[src/rtl/kr_pkg.sv]
`timescale 1ns / 1ps
`default_nettype none

package kr_pkg;

    // One stored record: key, packed name characters, marks in hundredths.
    typedef struct packed {
        logic signed [31:0] key;
        logic        [63:0] name;
        logic        [15:0] marks;
    } t_rec;

    // Per-cell control broadcast from the sequencer.
    typedef struct packed {
        logic shift;    // every cell takes its neighbor's record (ring rotation)
        logic compact;  // cells at or above the delete position take their neighbor
    } t_cell_ctl;

    typedef enum logic [1:0] {
        CMD_INSERT = 2'd0,
        CMD_SEARCH = 2'd1,
        CMD_UPDATE = 2'd2,
        CMD_DELETE = 2'd3
    } t_cmd;

    typedef enum logic [1:0] {
        ST_OK        = 2'd0,
        ST_NOT_FOUND = 2'd1,
        ST_DUPLICATE = 2'd2,
        ST_FULL      = 2'd3
    } t_status;

endpackage

`default_nettype wire

[src/rtl/kr_cell.sv]
`timescale 1ns / 1ps
`default_nettype none

module kr_cell #(
    parameter int IDX_W = 6,
    parameter int IDX   = 0
) (
    input  wire                    i_clk,
    input  wire kr_pkg::t_cell_ctl i_ctl,
    input  wire [IDX_W-1:0]        i_del_pos,
    input  wire kr_pkg::t_rec      i_next,
    output kr_pkg::t_rec           o_rec
);

    kr_pkg::t_rec r_rec;
    logic         w_take;

    // Take the neighbor's record on rotation, or on compaction at or above the hole.
    assign w_take = i_ctl.shift || (i_ctl.compact && (IDX_W'(IDX) >= i_del_pos));

    always_ff @(posedge i_clk) begin
        if (w_take) begin
            r_rec <= i_next;
        end
    end

    assign o_rec = r_rec;

endmodule

`default_nettype wire

[src/rtl/keyed_record_table.sv]
// Flow: each accepted item runs through S_SCAN (and S_COMPACT for a delete that hits) and S_OUT.
// A new item is taken only in S_IDLE, after the last result is loaded; the ring
//   of DEPTH record cells rotates once through the head compare per item.
// Reset: synchronous, active low; clears the record count, sequencer and output valid.
//   Record cells are not cleared; only positions below the count are ever read.
`timescale 1ns / 1ps
`default_nettype none

module keyed_record_table #(
    parameter int DEPTH = 64
) (
    input  wire          i_clk,
    input  wire          i_rst_n,
    // Command side
    input  wire          i_s_axis_tvalid,
    output logic         o_s_axis_tready,
    input  wire [143:0]  i_s_axis_tdata,   // lookup_key[31:0], new_key[63:32],
                                           // name_payload[127:64], marks_value[143:128]
    input  wire [1:0]    i_s_axis_tuser,   // command[1:0]
    // Result side
    output logic         o_m_axis_tvalid,
    input  wire          i_m_axis_tready,
    output logic [95:0]  o_m_axis_tdata,   // hit_index[5:0], name_out[69:6],
                                           // marks_out[85:70], record_count[92:86], zero pad
    output logic [1:0]   o_m_axis_tuser    // status[1:0]
);

    localparam int IDX_W = (DEPTH > 1) ? $clog2(DEPTH) : 1;
    localparam int CNT_W = $clog2(DEPTH + 1);

    // One-hot sequencer states
    typedef enum logic [3:0] {
        S_IDLE    = 4'b0001,
        S_SCAN    = 4'b0010,
        S_COMPACT = 4'b0100,
        S_OUT     = 4'b1000
    } t_state;

    t_state r_state, n_state;

    // Latched command
    kr_pkg::t_cmd       r_cmd,     n_cmd;
    logic signed [31:0] r_lookup,  n_lookup;
    logic signed [31:0] r_new_key, n_new_key;
    logic        [63:0] r_name,    n_name;
    logic        [15:0] r_marks,   n_marks;

    // Scan progress
    logic [CNT_W-1:0]   r_step,  n_step;
    logic               r_hit,   n_hit;
    logic [IDX_W-1:0]   r_pos,   n_pos;
    logic [CNT_W-1:0]   r_count, n_count;
    logic [63:0]        r_name_o,  n_name_o;
    logic [15:0]        r_marks_o, n_marks_o;

    // Output register
    logic               r_m_valid, n_m_valid;
    logic [95:0]        r_m_tdata, n_m_tdata;
    logic [1:0]         r_m_tuser, n_m_tuser;

    // Cell ring
    kr_pkg::t_rec       w_rec [DEPTH];
    kr_pkg::t_rec       w_feed;
    kr_pkg::t_rec       w_head;
    kr_pkg::t_cell_ctl  w_ctl;

    logic               w_hit_now;
    logic               w_ins_now;
    logic               w_full;
    logic               w_last_step;
    logic               w_out_free;

    // Result assembly
    kr_pkg::t_status    w_status;
    logic [IDX_W-1:0]   w_idx;
    logic [CNT_W-1:0]   w_cnt_after;
    logic [IDX_W+5:0]   w_idx_ext;
    logic [CNT_W+6:0]   w_cnt_ext;
    logic [63:0]        w_name_res;
    logic [15:0]        w_marks_res;

    // ------------------------------------------------------------------
    // Record ring: cell 0 is the head, the tail takes the feed record.
    // ------------------------------------------------------------------
    genvar gi;
    generate
        for (gi = 0; gi < DEPTH; gi++) begin : g_cell
            if (gi == DEPTH - 1) begin : g_tail
                kr_cell #(
                    .IDX_W (IDX_W),
                    .IDX   (gi)
                ) u_cell (
                    .i_clk     (i_clk),
                    .i_ctl     (w_ctl),
                    .i_del_pos (r_pos),
                    .i_next    (w_feed),
                    .o_rec     (w_rec[gi])
                );
            end else begin : g_body
                kr_cell #(
                    .IDX_W (IDX_W),
                    .IDX   (gi)
                ) u_cell (
                    .i_clk     (i_clk),
                    .i_ctl     (w_ctl),
                    .i_del_pos (r_pos),
                    .i_next    (w_rec[gi+1]),
                    .o_rec     (w_rec[gi])
                );
            end
        end
    endgenerate

    assign w_head = w_rec[0];

    // During a scan step the head holds the record at position r_step.
    assign w_full      = (r_count == CNT_W'(DEPTH));
    assign w_last_step = (r_step == CNT_W'(DEPTH - 1));
    assign w_hit_now   = (w_head.key == r_lookup) && (r_step < r_count) && !r_hit;
    assign w_ins_now   = (r_cmd == kr_pkg::CMD_INSERT) && (r_step == r_count) && !r_hit;

    assign w_ctl.shift   = (r_state == S_SCAN);
    assign w_ctl.compact = (r_state == S_COMPACT);

    // Feed the head back to the tail; replace it where the command writes.
    always_comb begin
        w_feed = w_head;
        if (w_ins_now) begin
            w_feed.key = r_lookup;
            w_feed.name = r_name;
            w_feed.marks = r_marks;
        end else if (w_hit_now && (r_cmd == kr_pkg::CMD_UPDATE)) begin
            w_feed.key = r_new_key;
            w_feed.name = r_name;
            w_feed.marks = r_marks;
        end
    end

    // ------------------------------------------------------------------
    // Result of the finished command
    // ------------------------------------------------------------------
    always_comb begin
        w_status    = kr_pkg::ST_OK;
        w_idx       = '0;
        w_cnt_after = r_count;
        w_name_res  = '0;
        w_marks_res = '0;
        case (r_cmd)
            kr_pkg::CMD_INSERT: begin
                if (r_hit) begin
                    w_status = kr_pkg::ST_DUPLICATE;
                    w_idx    = r_pos;
                end else if (w_full) begin
                    w_status = kr_pkg::ST_FULL;
                end else begin
                    w_idx       = r_count[IDX_W-1:0];
                    w_cnt_after = r_count + CNT_W'(1);
                end
            end
            kr_pkg::CMD_SEARCH: begin
                if (r_hit) begin
                    w_idx       = r_pos;
                    w_name_res  = r_name_o;
                    w_marks_res = r_marks_o;
                end else begin
                    w_status = kr_pkg::ST_NOT_FOUND;
                end
            end
            kr_pkg::CMD_UPDATE: begin
                if (r_hit) begin
                    w_idx = r_pos;
                end else begin
                    w_status = kr_pkg::ST_NOT_FOUND;
                end
            end
            kr_pkg::CMD_DELETE: begin
                if (r_hit) begin
                    w_idx       = r_pos;
                    w_cnt_after = r_count - CNT_W'(1);
                end else begin
                    w_status = kr_pkg::ST_NOT_FOUND;
                end
            end
            default: begin
                w_status = kr_pkg::ST_OK;
            end
        endcase
    end

    // Reduce index and count to the port widths (modulo 64 and 128).
    assign w_idx_ext = {6'b0, w_idx};
    assign w_cnt_ext = {7'b0, w_cnt_after};

    assign w_out_free = !r_m_valid || i_m_axis_tready;

    // ------------------------------------------------------------------
    // Sequencer
    // ------------------------------------------------------------------
    always_comb begin
        n_state   = r_state;
        n_cmd     = r_cmd;
        n_lookup  = r_lookup;
        n_new_key = r_new_key;
        n_name    = r_name;
        n_marks   = r_marks;
        n_step    = r_step;
        n_hit     = r_hit;
        n_pos     = r_pos;
        n_count   = r_count;
        n_name_o  = r_name_o;
        n_marks_o = r_marks_o;
        n_m_valid = r_m_valid;
        n_m_tdata = r_m_tdata;
        n_m_tuser = r_m_tuser;

        // Drop the result once the sink takes it.
        if (r_m_valid && i_m_axis_tready) begin
            n_m_valid = 1'b0;
        end

        case (r_state)
            S_IDLE: begin
                if (i_s_axis_tvalid) begin
                    n_cmd     = kr_pkg::t_cmd'(i_s_axis_tuser);
                    n_lookup  = i_s_axis_tdata[31:0];
                    n_new_key = i_s_axis_tdata[63:32];
                    n_name    = i_s_axis_tdata[127:64];
                    n_marks   = i_s_axis_tdata[143:128];
                    n_step    = '0;
                    n_hit     = 1'b0;
                    n_state   = S_SCAN;
                end
            end
            S_SCAN: begin
                // Advance the ring by one; compare the record passing the head.
                if (w_hit_now) begin
                    n_hit     = 1'b1;
                    n_pos     = r_step[IDX_W-1:0];
                    n_name_o  = w_head.name;
                    n_marks_o = w_head.marks;
                end
                n_step = r_step + CNT_W'(1);
                if (w_last_step) begin
                    if ((r_cmd == kr_pkg::CMD_DELETE) && (r_hit || w_hit_now)) begin
                        n_state = S_COMPACT;
                    end else begin
                        n_state = S_OUT;
                    end
                end
            end
            S_COMPACT: begin
                // Close the hole left by the deleted record: cells at or above it take their neighbor.
                n_state = S_OUT;
            end
            S_OUT: begin
                // Hold until the output register is free, then load the result.
                if (w_out_free) begin
                    n_m_valid = 1'b1;
                    n_m_tuser = w_status;
                    n_m_tdata = {3'b0, w_cnt_ext[6:0], w_marks_res, w_name_res,
                                 w_idx_ext[5:0]};
                    n_count   = w_cnt_after;
                    n_state   = S_IDLE;
                end
            end
            default: begin
                n_state = S_IDLE;
            end
        endcase
    end

    always_ff @(posedge i_clk) begin
        if (!i_rst_n) begin
            r_state   <= S_IDLE;
            r_count   <= '0;
            r_m_valid <= 1'b0;
        end else begin
            r_state   <= n_state;
            r_count   <= n_count;
            r_m_valid <= n_m_valid;
        end
    end

    always_ff @(posedge i_clk) begin
        r_cmd     <= n_cmd;
        r_lookup  <= n_lookup;
        r_new_key <= n_new_key;
        r_name    <= n_name;
        r_marks   <= n_marks;
        r_step    <= n_step;
        r_hit     <= n_hit;
        r_pos     <= n_pos;
        r_name_o  <= n_name_o;
        r_marks_o <= n_marks_o;
        r_m_tdata <= n_m_tdata;
        r_m_tuser <= n_m_tuser;
    end

    assign o_s_axis_tready = (r_state == S_IDLE);
    assign o_m_axis_tvalid = r_m_valid;
    assign o_m_axis_tdata  = r_m_tdata;
    assign o_m_axis_tuser  = r_m_tuser;

endmodule

`default_nettype wire
[config.mk]
export PLATFORM = sky130hd
export DESIGN_NAME = keyed_record_table
export DESIGN_NICKNAME = d
export VERILOG_FILES = /design/src/rtl/kr_pkg.sv /design/src/rtl/kr_cell.sv /design/src/rtl/keyed_record_table.sv
export SDC_FILE = /design/constraint.sdc
export NUM_CORES = 2
export LEC_CHECK = 0
export ABC_AREA = 1
export BUFFER_PORTS_ARGS = -buffer_cell sky130_fd_sc_hd__buf_2
export CAP_MARGIN = 20
export CORE_UTILIZATION = 50
export CTS_CLUSTER_DIAMETER = 80
export DETAILED_ROUTE_END_ITERATION = 8
export GPL_TIMING_DRIVEN = 1
export PLACE_DENSITY = 0.68
export SYNTH_ARGS = -nofsm -noshare
export SYNTH_HDL_FRONTEND = slang
export SYNTH_SLANG_ARGS = --single-unit
[constraint.sdc]
create_clock -name i_clk -period 17.05 [get_ports i_clk]
set_input_delay 4.2625 -clock i_clk [delete_from_list [all_inputs] [get_ports i_clk]]
set_output_delay 4.2625 -clock i_clk [all_outputs]
set_load 0.05 [all_outputs]
==> run summary <==
Counting every sink on the clock net gives between 7000 and 8000. The I/O pin count came out at 250. The average instance area after synthesis came out at 26.5 sq um. Using the TritonRoute via totals, the vias-per-cell ratio works out to 4.94.

For this run, the register share of the synthesized area comes to 97.7%. The final net count came out at between 9000 and 10000. By area the synthesized netlist is led by sky130_fd_sc_hd__edfxtp_1, sky130_fd_sc_hd__nand2_1, sky130_fd_sc_hd__inv_1.

Walking the worst path, the cells encountered are inv_1 -> nand2_1 -> nor2_1 -> buf_2. The number of maximum-capacitance constraint violations came out at 0. The hold path endpoint is g_cell[32].g_body.u_cell.o_rec[18]$_DFFE_PP_. The number of buffers added by the clock tree synthesis step is 650.

The netlist area before placement came out at about 0.23 sq mm. The run finished, with violations left. The number of placement rows came out at 249. The synthesized netlist devotes about 1.4% of its cell area to simple gates. At the pin with the least slew margin, the transition time is around 1.2 ns. The worst-case vdd ir drop came out at 0.113 mV. The stage delay of the slowest cell on the critical path came out at 0.34 ns. The launching element type of the critical path is a flip-flop. The post-synthesis share of cell area spent on xor and xnor gates is 0.0417%. The mux contribution to synthesized area is 0%.

Gates resized during post-CTS repair numbered 0. The critical path is of the flip-flop to output pin type. The number of slew-limit violations in the final report came out at 0. In the layout the commonest cells are sky130_fd_sc_hd__edfxtp_1, sky130_fd_sc_hd__clkbuf_16, sky130_fd_sc_hd__nand2_1. The initial antenna violation count is 80.

The maximum number of pins on one net before global-route repair came out at 97. Summing the areas of all compound-gate instances in the mapped netlist gives 0.284% of the synthesized area. The number of optimization iterations in the first detailed-route pass came out at 9.

In the final layout, the share of cells above drive strength 1 is 12.9%. The total track usage is roughly 16%. The via count of the first global-routing pass is roughly 80000. The number of hold violations in the final report is 0. The floorplan step set the die height to 682 um. The count of final setup violators came out at 0. The length in cells of the worst reg-to-reg path is 12.

After layout, the worst path uses 37.9% of the clock period. The worst register-to-register path begins at r_state[0]$_SDFFE_PN1P_. Once detail routing completed, the nets flagged for antenna violations numbered 0. The reg2reg setup slack came out at 10.76 ns. The relative max-transition margin is 18.3%.

Summed over all layers, the global routing overflow is 0. The average wire per standard cell is 23.1 um. The post-detailed-placement half-perimeter wirelength came out at ~230000 um. Of all cell types, the one taking the most synthesized area is sky130_fd_sc_hd__edfxtp_1.

The count of placed standard cells in the final layout, fillers left out is 16400. In this run the deepest clock path goes through 4 buffers. The clock-pin slew of the registers on the worst-case setup and hold paths came out at 0.07 ns.

In the final layout, the multi-input gates occupy roughly 0.0047 sq mm. The first-pass GRT wire length came out at 547000 um. The initial cell density of the core is roughly half. The static leakage power is 83.2 nW.

CTS placed an instance of sky130_fd_sc_hd__clkbuf_16 at the clock tree root. Grouping stages by cell kind, the critical path spends the most delay in buffers and inverters. The post-layout minimum cycle time is between 6 and 7 ns.

The largest family of logic cells by synthesized area is simple AND/OR/NAND/NOR gates. The sum of buffers and inverters on the critical path came out at 2. In this run the worst path has a maximum fanout of 4. Setup repair after global routing left no endpoint under its margin. Fill cells in the final layout number 31600. The number of instances in the synthesized netlist is 8731. The cts-stage hold buffer count came out at 0. The path class of the tightest hold or removal check is flip-flop to flip-flop. Leaving out fill and tap cells, the most frequent cell in the layout is sky130_fd_sc_hd__edfxtp_1. The number of instances on the worst hold path is 0.

The total via count in the routed design is 80900. The area growth from synthesis to layout is 13.3%. The synthesized design contains 7515 register bits.

The post-detailed-route DRC marker count came out at 22. The aggregate routed wire length is 379000 um. After Yosys synthesis, full adders, half adders and majority gates account for 0.0921% of the synthesized area. After the first detailed-routing iteration, the DRC count stood at 8291. Dividing total power by cell area gives a power density of 137 mW/mm^2. Measured along the x axis, the die boundary spans approximately 680 um. The sequential cells in the finished layout cover a total of between 0.2 and 0.25 sq mm. The die outline area is 0.465 sq mm. For the worst setup path, the data required time is 12.79 ns.

The number of post-CTS setup repair buffers is 0. After detailed placement, the design holds a cell count of 15200. The slowest stage of the critical path is the sky130_fd_sc_hd__buf_2 cell. The worst setup path is captured at an output pin. The clock latency on the worst-skew pair came out at 1.07 ns. The clock tree synthesis step divided the H-tree into 6 levels.

The start point of the worst hold path is g_cell[33].g_body.u_cell.o_rec[18]$_DFFE_PP_. The Yosys step of the flow raised 0 warnings. The core area came out at about 0.46 sq mm. The count of buffers from port buffering came out at 246.

Adding up every negative setup slack in the final design gives 0 ns. The capture point of the worst reg-to-reg path is g_cell[50].g_body.u_cell.o_rec[42]$_DFFE_PP_. The post-synthesis cell type count came out at 37. The share of the synthesized area in the top cell type came out at 97.5%.

The critical path arrival is ~2.2 ns. The worst-case clock skew is 0.0481 ns. TritonCTS built the clock tree. The checks that failed: design-rule violations. The placer's final routability congestion estimate came out at 0.940. The highest clock rate came out at 155 MHz.
[cell usage after synthesis (all sizes together)]
| cell type | count |
|---|---|
| o2111ai | 1 |
| or2 | 2 |
| nand3b | 1 |
| nand2 | 413 |
| conb | 1 |
| edfxtp | 7503 |
| nand4 | 35 |
| o211ai | 4 |
| clkbuf | 32 |
| xor2 | 11 |
| a31o | 4 |
| nor3b | 1 |
| o21ai | 51 |
| nor3 | 9 |
| o22ai | 4 |
| and3 | 1 |
| nor2 | 154 |
| clkinv | 3 |
| ha | 17 |
| dfxtp | 12 |
| a31oi | 7 |
| inv | 244 |
| buf | 40 |
| nand3 | 135 |
| o21bai | 1 |
| o31ai | 9 |
| a21oi | 36 |
[state kept, by name, indices dropped and copies added, names as in the netlist, 6 cells and up]
signal                      count
r_new_key                      32
g_cell.g_tail.u_cell.o_rec    112
r_name                         64
o_m_axis_tdata                 93
r_name_o                       64
g_cell.g_body.u_cell.o_rec   7056
r_count                         7
r_step                          7
r_marks                        16
r_marks_o                      16
r_lookup                       32
r_pos                           6
[metrics by stage]
stage	area (sq um)	setup WS [ns]	utilization (%)	power, mW	hold WS (ns)
final	262000	10.58	56.9	35.7	0.378
after global routing	262000	10.43	56.9	36.8	0.399
after CTS	261000	10.40	56.9	36.1	0.385
after detailed placement	241000	10.45	52.4	21.9	0.405
after global placement	241000	10.54	52.4	21.9	0.400
after floorplan	231000	1.03	-	21.7	0.400
[cell type report]
cell class	instances	share of cell area [%]
well taps	6149	2.94
clock buffers	835	6.61
inverters	247	0.364
clock inverters	339	1.20
repair buffers	370	0.836
multi-input cells	899	1.81
flip-flops and latches	7515	86.2
diodes	14	0.0134
[worst register-to-register path: cells and delay by family (launching register included)]
family | cells | cell delay (ns)
and+or+nand+nor | 3 | 1.00
AOI/OAI and AO/OA | 2 | 0.58
buffers and inverters | 7 | 3.97
DFF | 1 | 0.35
[kinds of logic after synthesis]
group | count (synthesis)
AND/OR/NAND/NOR | 751
buffers and inverters | 319
XOR/XNOR | 11
flip-flops | 7515
adder cells (fa/ha/maj) | 17
other | 1
AO/OA/AOI/OAI | 117
[worst max-delay path by stage]
stage                       startpoint                                           end  slack, ns  cells past startpoint
6_report       r_state[3]$_SDFFE_PN0P_                               o_s_axis_tready      10.58                      4
5_1_grt        r_state[0]$_SDFFE_PN1P_  g_cell[50].g_body.u_cell.o_rec[40]$_DFFE_PP_      10.43                     12
4_1_cts        r_state[0]$_SDFFE_PN1P_  g_cell[50].g_body.u_cell.o_rec[26]$_DFFE_PP_      10.40                     11
3_5_place_dp   r_state[0]$_SDFFE_PN1P_  g_cell[50].g_body.u_cell.o_rec[78]$_DFFE_PP_      10.45                     11
3_3_place_gp   r_state[0]$_SDFFE_PN1P_  g_cell[50].g_body.u_cell.o_rec[15]$_DFFE_PP_      10.54                     11
2_1_floorplan       r_pos[5]$_DFFE_PP_   g_cell[16].g_body.u_cell.o_rec[0]$_DFFE_PP_       1.03                      5
[metal layers]
metal / share of wire (%) / GRT usage, %
met1: 43 / 24.0
met3: 9.9 / 4.84
met4: 2.5 / 4.59
met5: 0.0071 / 0
met2: 44 / 23.9
[power by group]
| group | internal (mW) | leakage (nW) | switching [mW] |
|---|---|---|---|
| Clock | 7.90 | 9.94 | 6.27 |
| Sequential | 20.8 | 68.1 | 0.206 |
| Combinational | 0.0571 | 5.18 | 0.434 |
Power figures use the tool's default switching activity.
